===== config.mk =====
export PLATFORM = sky130hd
export DESIGN_NAME = ipv4_header_check_flat
export DESIGN_NICKNAME = d
export VERILOG_FILES = /design/src/iphc_pkg.sv /design/src/iphc_in_if.sv /design/src/iphc_out_if.sv /design/src/ipv4_header_check.sv /design/src/iphc_out_buf.sv /design/src/flat_wrapper.sv
export SDC_FILE = /design/constraint.sdc
export NUM_CORES = 1
export LEC_CHECK = 0
export ABC_CLOCK_PERIOD_IN_PS = 13700
export BUFFER_PORTS_ARGS = -buffer_cell sky130_fd_sc_hd__buf_4
export CAP_MARGIN = 20
export CORE_ASPECT_RATIO = 1.1
export CORE_MARGIN = 3
export CORE_UTILIZATION = 59
export CTS_BUF_LIST = sky130_fd_sc_hd__clkbuf_4
export DETAILED_ROUTE_END_ITERATION = 10
export PLACE_DENSITY = 0.75
export SYNTH_ARGS = -nofsm -noshare
export SYNTH_HDL_FRONTEND = slang
export SYNTH_SLANG_ARGS = --single-unit

===== constraint.sdc =====
create_clock -name clk -period 13.7 [get_ports clk]
set_input_delay 0.685 -clock clk [delete_from_list [all_inputs] [get_ports clk]]
set_output_delay 0.685 -clock clk [all_outputs]
set_load 0.01 [all_outputs]

===== src/iphc_pkg.sv =====
// shared types, constants and helpers for the ipv4 header checker
// no dependencies; used by the result interface, the output buffer and the top level
package iphc_pkg;

  // error codes carried in the result
  typedef enum logic [1:0] {
    ERR_NONE     = 2'd0,
    ERR_SHORT    = 2'd1,
    ERR_HDR_LEN  = 2'd2,
    ERR_CHECKSUM = 2'd3
  } err_code_t;

  // byte positions within the header
  localparam logic [5:0] IDX_IHL       = 6'd0;
  localparam logic [5:0] IDX_TOS       = 6'd1;
  localparam logic [5:0] IDX_TLEN_HI   = 6'd2;
  localparam logic [5:0] IDX_TLEN_LO   = 6'd3;
  localparam logic [5:0] IDX_CSUM_HI   = 6'd10;
  localparam logic [5:0] IDX_CSUM_LO   = 6'd11;
  localparam logic [5:0] IDX_SRC_FIRST = 6'd12;
  localparam logic [5:0] IDX_SRC_LAST  = 6'd15;
  localparam logic [5:0] IDX_DST_FIRST = 6'd16;
  localparam logic [5:0] IDX_DST_LAST  = 6'd19;

  localparam logic [5:0] MIN_HDR_BYTES = 6'd20;
  localparam logic [5:0] COUNT_MAX     = 6'd63;
  localparam logic [7:0] DSCP_MASK     = 8'hfc;
  localparam logic [1:0] ECN_MASK      = 2'b11;

  // one result item
  typedef struct packed {
    logic        packet_ok;
    logic [1:0]  error_code;
    logic [3:0]  ihl_words;
    logic [15:0] computed_checksum;
    logic [15:0] stored_checksum;
    logic [15:0] total_length;
    logic [15:0] payload_length;
    logic [7:0]  dscp_bits;
    logic [1:0]  ecn_bits;
    logic [31:0] source_address;
    logic [31:0] dest_address;
  } result_t;

  // 16-bit ones' complement add with end-around carry
  function automatic logic [15:0] ones_add(input logic [15:0] a, input logic [15:0] b);
    logic [16:0] s;
    s = {1'b0, a} + {1'b0, b};
    return s[15:0] + {15'd0, s[16]};
  endfunction

endpackage


===== src/iphc_in_if.sv =====
// input channel: one packet byte per transfer with an end-of-packet flag
// no dependencies
interface iphc_in_if;
  logic       valid;
  logic       ready;
  logic [7:0] data_byte;
  logic       last_byte;

  modport source (output valid, output data_byte, output last_byte, input ready);
  modport sink   (input valid, input data_byte, input last_byte, output ready);
endinterface


===== src/iphc_out_if.sv =====
// result channel: one header check result per transfer
// depends on iphc_pkg for the result type
interface iphc_out_if;
  logic              valid;
  logic              ready;
  iphc_pkg::result_t res;

  modport source (output valid, output res, input ready);
  modport sink   (input valid, input res, output ready);
endinterface


===== src/ipv4_header_check.sv =====
// ipv4 header checksum verifier; depends on iphc_pkg, iphc_in_if, iphc_out_if, iphc_out_buf
// Takes an IPv4 packet one byte per transfer, network order, last byte flagged. It keeps a
// ones' complement sum over the IHL*4 header bytes (checksum field as zero), captures the
// header fields and pushes one result per packet into the buffer as the last byte is taken.
// One byte per cycle while ready: the per-byte update is a single 16-bit end-around add.
// Results sit in a two-entry buffer; in_chan.ready drops only while both entries are full.
module ipv4_header_check (
  input  logic       clk,
  input  logic       rst_n,
  iphc_in_if.sink    in_chan,
  iphc_out_if.source out_chan
);

  logic [5:0]  byte_count_r, byte_count_nxt, upd_count;
  logic [15:0] sum_acc_r, sum_acc_nxt, upd_sum;
  logic [7:0]  high_byte_r, high_byte_nxt, upd_high;
  logic [3:0]  header_words_r, header_words_nxt, upd_hw;
  logic [7:0]  tos_byte_r, tos_byte_nxt, upd_tos;
  logic [15:0] total_len_r, total_len_nxt, upd_tlen;
  logic [15:0] checksum_r, checksum_nxt, upd_csum;
  logic [31:0] source_r, source_nxt, upd_src;
  logic [31:0] dest_r, dest_nxt, upd_dst;

  logic                buf_full;
  logic                in_xfer;
  logic                res_push;
  logic [5:0]          idx;
  logic [5:0]          hdr_bytes;
  logic [15:0]         computed;
  iphc_pkg::err_code_t err;
  iphc_pkg::result_t   res;

  assign in_chan.ready = !buf_full;
  assign in_xfer       = in_chan.valid && in_chan.ready;
  assign res_push      = in_xfer && in_chan.last_byte;
  assign idx           = byte_count_r;

  // per-byte field capture and checksum accumulation
  always_comb begin
    upd_count = byte_count_r;
    upd_sum   = sum_acc_r;
    upd_high  = high_byte_r;
    upd_hw    = header_words_r;
    upd_tos   = tos_byte_r;
    upd_tlen  = total_len_r;
    upd_csum  = checksum_r;
    upd_src   = source_r;
    upd_dst   = dest_r;
    if (in_xfer && idx != iphc_pkg::COUNT_MAX) begin
      if (idx == iphc_pkg::IDX_IHL) begin
        upd_hw = in_chan.data_byte[3:0];
      end else if (idx == iphc_pkg::IDX_TOS) begin
        upd_tos = in_chan.data_byte;
      end else if (idx == iphc_pkg::IDX_TLEN_HI || idx == iphc_pkg::IDX_TLEN_LO) begin
        upd_tlen = {total_len_r[7:0], in_chan.data_byte};
      end else if (idx == iphc_pkg::IDX_CSUM_HI || idx == iphc_pkg::IDX_CSUM_LO) begin
        upd_csum = {checksum_r[7:0], in_chan.data_byte};
      end else if (idx >= iphc_pkg::IDX_SRC_FIRST && idx <= iphc_pkg::IDX_SRC_LAST) begin
        upd_src = {source_r[23:0], in_chan.data_byte};
      end else if (idx >= iphc_pkg::IDX_DST_FIRST && idx <= iphc_pkg::IDX_DST_LAST) begin
        upd_dst = {dest_r[23:0], in_chan.data_byte};
      end
      // header bytes only; the checksum word itself counts as zero
      if (idx < {upd_hw, 2'b00}) begin
        if (!idx[0]) begin
          upd_high = in_chan.data_byte;
        end else if (idx != iphc_pkg::IDX_CSUM_LO) begin
          upd_sum = iphc_pkg::ones_add(sum_acc_r, {high_byte_r, in_chan.data_byte});
        end
      end
      upd_count = idx + 6'd1;
    end
  end

  // end-of-packet checks and result fields
  always_comb begin
    hdr_bytes = {upd_hw, 2'b00};
    computed  = ~upd_sum;
    priority if (upd_count < iphc_pkg::MIN_HDR_BYTES) begin
      err = iphc_pkg::ERR_SHORT;
    end else if (hdr_bytes < iphc_pkg::MIN_HDR_BYTES || hdr_bytes > upd_count) begin
      err = iphc_pkg::ERR_HDR_LEN;
    end else if (computed != upd_csum) begin
      err = iphc_pkg::ERR_CHECKSUM;
    end else begin
      err = iphc_pkg::ERR_NONE;
    end
    res                   = '0;
    res.packet_ok         = (err == iphc_pkg::ERR_NONE);
    res.error_code        = err;
    res.ihl_words         = upd_hw;
    res.computed_checksum = computed;
    res.stored_checksum   = upd_csum;
    if (err == iphc_pkg::ERR_NONE) begin
      res.total_length   = upd_tlen;
      res.payload_length = (upd_tlen > {10'd0, hdr_bytes}) ? upd_tlen - {10'd0, hdr_bytes}
                                                           : 16'd0;
      res.dscp_bits      = upd_tos & iphc_pkg::DSCP_MASK;
      res.ecn_bits       = upd_tos[1:0] & iphc_pkg::ECN_MASK;
      res.source_address = upd_src;
      res.dest_address   = upd_dst;
    end
  end

  // packet state clears after the last byte
  always_comb begin
    if (res_push) begin
      byte_count_nxt   = '0;
      sum_acc_nxt      = '0;
      high_byte_nxt    = '0;
      header_words_nxt = '0;
      tos_byte_nxt     = '0;
      total_len_nxt    = '0;
      checksum_nxt     = '0;
      source_nxt       = '0;
      dest_nxt         = '0;
    end else begin
      byte_count_nxt   = upd_count;
      sum_acc_nxt      = upd_sum;
      high_byte_nxt    = upd_high;
      header_words_nxt = upd_hw;
      tos_byte_nxt     = upd_tos;
      total_len_nxt    = upd_tlen;
      checksum_nxt     = upd_csum;
      source_nxt       = upd_src;
      dest_nxt         = upd_dst;
    end
  end

  // packet state registers
  always_ff @(posedge clk) begin
    if (!rst_n) begin
      byte_count_r   <= '0;
      sum_acc_r      <= '0;
      high_byte_r    <= '0;
      header_words_r <= '0;
      tos_byte_r     <= '0;
      total_len_r    <= '0;
      checksum_r     <= '0;
      source_r       <= '0;
      dest_r         <= '0;
    end else begin
      byte_count_r   <= byte_count_nxt;
      sum_acc_r      <= sum_acc_nxt;
      high_byte_r    <= high_byte_nxt;
      header_words_r <= header_words_nxt;
      tos_byte_r     <= tos_byte_nxt;
      total_len_r    <= total_len_nxt;
      checksum_r     <= checksum_nxt;
      source_r       <= source_nxt;
      dest_r         <= dest_nxt;
    end
  end

  // result buffer
  iphc_out_buf u_out_buf (
    .clk       (clk),
    .rst_n     (rst_n),
    .push      (res_push),
    .push_data (res),
    .full      (buf_full),
    .out_chan  (out_chan)
  );

`ifndef SYNTHESIS
  a_clear_after_last: assert property (@(posedge clk) disable iff (!rst_n)
    res_push |=> byte_count_r == 6'd0 && sum_acc_r == 16'd0 && header_words_r == 4'd0)
    else $error("packet state not cleared after last byte");

  a_ok_matches_code: assert property (@(posedge clk) disable iff (!rst_n)
    out_chan.valid |->
      out_chan.res.packet_ok == (out_chan.res.error_code == iphc_pkg::ERR_NONE))
    else $error("packet_ok disagrees with error code");

  a_invalid_zeroed: assert property (@(posedge clk) disable iff (!rst_n)
    out_chan.valid && !out_chan.res.packet_ok |->
      out_chan.res.source_address == 32'd0 && out_chan.res.dest_address == 32'd0 &&
      out_chan.res.total_length == 16'd0 && out_chan.res.payload_length == 16'd0)
    else $error("invalid packet result carries header fields");

  a_count_saturates: assert property (@(posedge clk) disable iff (!rst_n)
    byte_count_r == iphc_pkg::COUNT_MAX && !res_push |=> byte_count_r == iphc_pkg::COUNT_MAX)
    else $error("byte count left saturation");
`endif

endmodule


===== src/iphc_out_buf.sv =====
// two-entry result buffer between the checker and the result channel
// depends on iphc_pkg and iphc_out_if
module iphc_out_buf (
  input  logic              clk,
  input  logic              rst_n,
  input  logic              push,
  input  iphc_pkg::result_t push_data,
  output logic              full,
  iphc_out_if.source        out_chan
);

  logic [1:0]        cnt_r, cnt_nxt;
  iphc_pkg::result_t head_r, head_nxt;
  iphc_pkg::result_t tail_r, tail_nxt;
  logic              pop;

  assign pop            = out_chan.valid && out_chan.ready;
  assign full           = (cnt_r == 2'd2);
  assign out_chan.valid = (cnt_r != 2'd0);
  assign out_chan.res   = head_r;

  // occupancy and entry movement
  always_comb begin
    cnt_nxt  = cnt_r;
    head_nxt = head_r;
    tail_nxt = tail_r;
    unique case ({push, pop})
      2'b10: begin
        if (cnt_r == 2'd0) head_nxt = push_data;
        else tail_nxt = push_data;
        cnt_nxt = cnt_r + 2'd1;
      end
      2'b01: begin
        head_nxt = tail_r;
        cnt_nxt  = cnt_r - 2'd1;
      end
      2'b11: begin
        if (cnt_r == 2'd1) begin
          head_nxt = push_data;
        end else begin
          head_nxt = tail_r;
          tail_nxt = push_data;
        end
      end
      default: begin
        cnt_nxt = cnt_r;
      end
    endcase
  end

  // occupancy register
  always_ff @(posedge clk) begin
    if (!rst_n) begin
      cnt_r <= 2'd0;
    end else begin
      cnt_r <= cnt_nxt;
    end
  end

  // entry storage
  always_ff @(posedge clk) begin
    head_r <= head_nxt;
    tail_r <= tail_nxt;
  end

`ifndef SYNTHESIS
  a_cnt_range: assert property (@(posedge clk) disable iff (!rst_n)
    cnt_r != 2'd3) else $error("result buffer count out of range");

  a_no_overflow: assert property (@(posedge clk) disable iff (!rst_n)
    push |-> cnt_r != 2'd2) else $error("result pushed into full buffer");

  a_pop_drains: assert property (@(posedge clk) disable iff (!rst_n)
    pop && !push |=> cnt_r == $past(cnt_r) - 2'd1) else $error("pop did not drain buffer");
`endif

endmodule

===== src/flat_wrapper.sv =====
// flat-port wrapper written by rule: the top's interface ports become plain ports
module ipv4_header_check_flat 
  (clk, rst_n, in_chan_valid, in_chan_data_byte, in_chan_last_byte, in_chan_ready, out_chan_valid, out_chan_res, out_chan_ready);
  iphc_in_if in_chan_i ();
  iphc_out_if out_chan_i ();
  input  logic clk;
  input  logic rst_n;
  input wire logic [$bits(in_chan_i.valid)-1:0] in_chan_valid;
  input wire logic [$bits(in_chan_i.data_byte)-1:0] in_chan_data_byte;
  input wire logic [$bits(in_chan_i.last_byte)-1:0] in_chan_last_byte;
  output wire logic [$bits(in_chan_i.ready)-1:0] in_chan_ready;
  output wire logic [$bits(out_chan_i.valid)-1:0] out_chan_valid;
  output wire logic [$bits(out_chan_i.res)-1:0] out_chan_res;
  input wire logic [$bits(out_chan_i.ready)-1:0] out_chan_ready;
  assign in_chan_i.valid = in_chan_valid;
  assign in_chan_i.data_byte = in_chan_data_byte;
  assign in_chan_i.last_byte = in_chan_last_byte;
  assign in_chan_ready = in_chan_i.ready;
  assign out_chan_valid = out_chan_i.valid;
  assign out_chan_res = out_chan_i.res;
  assign out_chan_i.ready = out_chan_ready;
  ipv4_header_check u_core (.clk(clk), .rst_n(rst_n), .in_chan(in_chan_i), .out_chan(out_chan_i));
endmodule

==> results.cfg <==
[worst_setup_path]
critical_path_class = register to register
crit_path_max_fanout = 92
critical-path-max-stage-delay_ps = 470
rrSetupSlack_ps = 7110
worst-path-buf-inv = 3
critPathRequiredTime_ps = 14260
timing.critical_path.max_delay_family = compound AO/OA/AOI/OAI gates
worstSetupEndpointType = register
worstReg2RegEnd = u_core.u_out_buf.out_chan.res[74]$_DFFE_PP_
timing.critical_path.from = u_core.sum_acc_r[0]$_SDFF_PP0_
slowest_stage = a211oi_2
critical_path.startpoint_type = register
ff2ff_path_depth = 25
crit-reg2reg-launch = u_core.sum_acc_r[0]$_SDFF_PP0_
cp.arrival_ps = 7150

[global_route]
globalRouteMet1Util_pct = 34.5
grt-busiest-layer = met2
number_of_antenna_violations_at_the_first_check_in_global_routing = 2
grtUsageTotal_pct = 28.0
grt_pass1_vias = 13900
maximum_number_of_pins_on_one_net_before_global_route_repair = 97
globalRoute.totalOverflow = 0
met2_usage_in_global_routing_pct = 48.5
use_met3_pct = 4.69
global_route_wire_length_before_repair_um = 75400

[pwr]
ir_worst_vdd_v = 0.0000949
clock_power_share_pct = 28.5
power.share.switching_pct = 30.7
power_density_nw_per_um2 = 170
p_int_uw = 2580
power.static_leakage_uw = 0.00863
p_comb_share_pct = 23.8
pwr-share-seq_pct = 47.8
switching_power_uw = 1140

[synthesis]
synth.top_cell.area_share_pct = 45.1
synth.avg_cell_area_sq_um = 10.9
synth.most_common_cell = nor2_1
synth.cells.most_frequent = nor2_1 (313), edfxtp_1 (286), nand2_1 (170), dfxtp_1 (140), mux2i_1 (113)
synth-main-ff-cell = edfxtp_1
cell_type_with_the_largest_total_area_after_synthesis = edfxtp_1
post_synth_inst_count = 1741
post_synth_arst_share_pct = 0
synth.cell_area_sq_um = 19000
synth_area_leaders = edfxtp_1 (45%), dfxtp_1 (15%), nor2_1 (6.2%)
synth.ff_latch_count = 426
synth_enable_flop_cells = 286
post_synth_num_cell_types = 81
seq_area_frac_synth_pct = 59.8
yosys_warnings = 0

[route]
routed-via-count = 14100
totalWireLength_um = 48500
detail_route.iter0.violations = 1036
drc_errors = 0
detail_route.first_pass.iterations = 6
antenna_left = 0
routed_via_density = 5.77
wl_per_cell_um = 19.8

[cts]
clock_sinks = 426
insertion_delay_ps = 760
postCtsResizedCells = 0
clock_tree_from_tritoncts = done
htree_levels = 3
ctsRootBufferMaster = clkbuf_4
tritoncts_buffers = 104
cts-root-to-sink-buffers = 3
cts.clk_slew.worst_paths_ps = 60
cts_hold_buffers = 0
cts_setup_buffers = 0

[floorplanning]
chipWidth_um = 177
core_footprint_sq_um = 31600
die-height_um = 194
rows = 68
top_level_ports = 160
die-area_sq_um = 34500
starting_density_of_the_core_pct = 60.3

[sta]
grt_setup_unrepaired = false
timing_hold_violations_final = 0
setup-violations-final = 0
final.period_utilization_pct = 48.1
final_period_minus_worst_setup_slack_ps = 6590
max_slew.worst_pin.slew_ps = 1100
clock.fmax_mhz = 152
clock_skew_ps = 36.3
final-max-slew-violation-count = 0
setup_tns_final_ps = 0
max_slew_margin_pct = 26.4

[placed_design]
placed_cells = 2247
dp_hpwl_um = 32100
globalplace.congestion = 0.911
placedInstanceArea_sq_um = 20500
io_buffer_count = 157

[finish]
drive_gt1_share_pct = 18.7
multiInputGateArea_sq_um = 7060
syn2layout_area_growth_pct = 15.4
area.sequential_sq_um = 11400
fin_nets = 1989
final_design_area_no_fill_sq_um = 22000
num-fill-cells = 2414
finalNonFillerCells = 2448

[run]
maxCapViolCount = 0

[hold_path]
hold-path-cell-count = 2
min-delay-path-class = input pin to register
holdPathEnd = u_core.u_out_buf.cnt_r[1]$_SDFFE_PN0P_
min_from = rst_n

[status]
status = finished clean
==> cell usage in the layout (no fill, tap or decap), types with 6 or more instances in the layout <==
cell | synthesis | final
a211oi_1 | 9 | 9
a21o_1 | 13 | 13
a21oi_1 | 48 | 46
a22o_1 | 8 | 8
a22oi_1 | 13 | 13
a31oi_1 | 9 | 9
and2_1 | 8 | 8
and3_1 | 6 | 6
buf_4 | 14 | 179
clkbuf_4 | 0 | 165
clkinv_1 | 1 | 27
dfxtp_1 | 140 | 140
edfxtp_1 | 286 | 286
ha_1 | 39 | 39
inv_1 | 57 | 57
mux2i_1 | 113 | 113
nand2_1 | 170 | 168
nand2b_1 | 7 | 7
nand3_1 | 37 | 37
nand4_1 | 19 | 19
nor2_1 | 313 | 312
nor2b_1 | 9 | 9
nor3_1 | 20 | 20
nor4_1 | 7 | 7
o211ai_1 | 11 | 11
o21a_1 | 8 | 8
o21ai_0 | 54 | 53
o21ai_1 | 71 | 71
o22ai_1 | 11 | 11
or3_1 | 7 | 7
xnor2_1 | 48 | 48
xor2_1 | 19 | 19
==> logic make-up (layout without fill, tap and decap cells) <==
logic type | count (synthesis) | after routing | share of synthesized area (%)
XOR/XNOR | 68 | 68 | 3.20
buffers and inverters | 152 | 435 | 3.37
multiplexers | 118 | 118 | 6.25
AO/OA/AOI/OAI | 301 | 301 | 9.97
other | 1 | 5 | 0.0197
AND/OR/NAND/NOR | 634 | 634 | 14.6
flip-flops | 426 | 426 | 59.8
adder cells (fa/ha/maj) | 41 | 41 | 2.77
==> layer usage <==
| layer | wire [um] | share of wire, % |
|---|---|---|
| met4 | 1860 | 3.8 |
| met3 | 2570 | 5.3 |
| met1 | 19400 | 40 |
| met5 | 0 | 0 |
| met2 | 24700 | 51 |
==> per-stage QoR <==
step / setup WS, ps / power, uW / utilization, % / hold slack (ps)
after detailed placement: 6260 / 2690 / 65.1 / 497
after global placement: 6410 / 2680 / 65.1 / 487
after CTS: 6750 / 3750 / 69.5 / 123
after global routing: 6560 / 3910 / 69.6 / 115
after floorplan: 1740 / 2380 / - / 461
final: 7110 / 3720 / 69.6 / 190
==> registers in the layout, summed over array words and instances, names as in the netlist, 8 cells and up <==
| signal | flops |
|---|---|
| u_core.dest_r | 32 |
| u_core.checksum_r | 16 |
| u_core.total_len_r | 16 |
| u_core.sum_acc_r | 16 |
| u_core.u_out_buf.out_chan.res | 143 |
| u_core.u_out_buf.tail_r | 143 |
| u_core.source_r | 32 |
| u_core.tos_byte_r | 8 |
| u_core.high_byte_r | 8 |
==> area by class of cell <==
cell class              count  area share, %
clock inverters            31          0.701
well taps                 420           2.39
multi-input cells        1164           32.1
clock buffers             165           5.64
repair buffers            181           6.24
diodes                      3         0.0342
inverters                  58          0.991
flip-flops and latches    426           51.9
==> worst reg2reg max path: stages (launching register included) <==
cell	delay, ps
dfxtp_1	390
ha_1	220
inv_1	60
fa_1	390
nand2b_1	210
a211oi_2	470
o21ai_0	260
a21oi_1	160
o21ai_0	80
a21oi_1	150
o21ai_0	90
nand2b_1	150
ha_1	220
ha_1	210
and2_1	260
nor3b_1	270
xor2_1	130
mux2i_2	370
xnor2_1	180
a2111oi_0	330
nand4_1	200
nor4_4	410
buf_6	250
nand3_4	70
buf_4	400
o31ai_1	470
==> power by group through the flow <==
stage	registers, uW	logic (uW)	clock network [uW]
2_1_floorplan	1980	402	0
3_3_place_gp	1800	876	0
3_5_place_dp	1810	887	0
4_1_cts	1780	890	1090
5_1_grt	1800	959	1160
6_report	1780	886	1060
==> worst max path at each step <==
stage                                                       end  depth (start not counted)
finish              u_core.u_out_buf.out_chan.res[74]$_DFFE_PP_                         25
global route        u_core.u_out_buf.out_chan.res[74]$_DFFE_PP_                         25
CTS                 u_core.u_out_buf.out_chan.res[74]$_DFFE_PP_                         24
detailed placement  u_core.u_out_buf.out_chan.res[74]$_DFFE_PP_                         25
global placement    u_core.u_out_buf.out_chan.res[75]$_DFFE_PP_                         25
floorplan            u_core.u_out_buf.out_chan.res[0]$_DFFE_PP_                          4
Note: power is estimated with default switching activity, not from simulation.
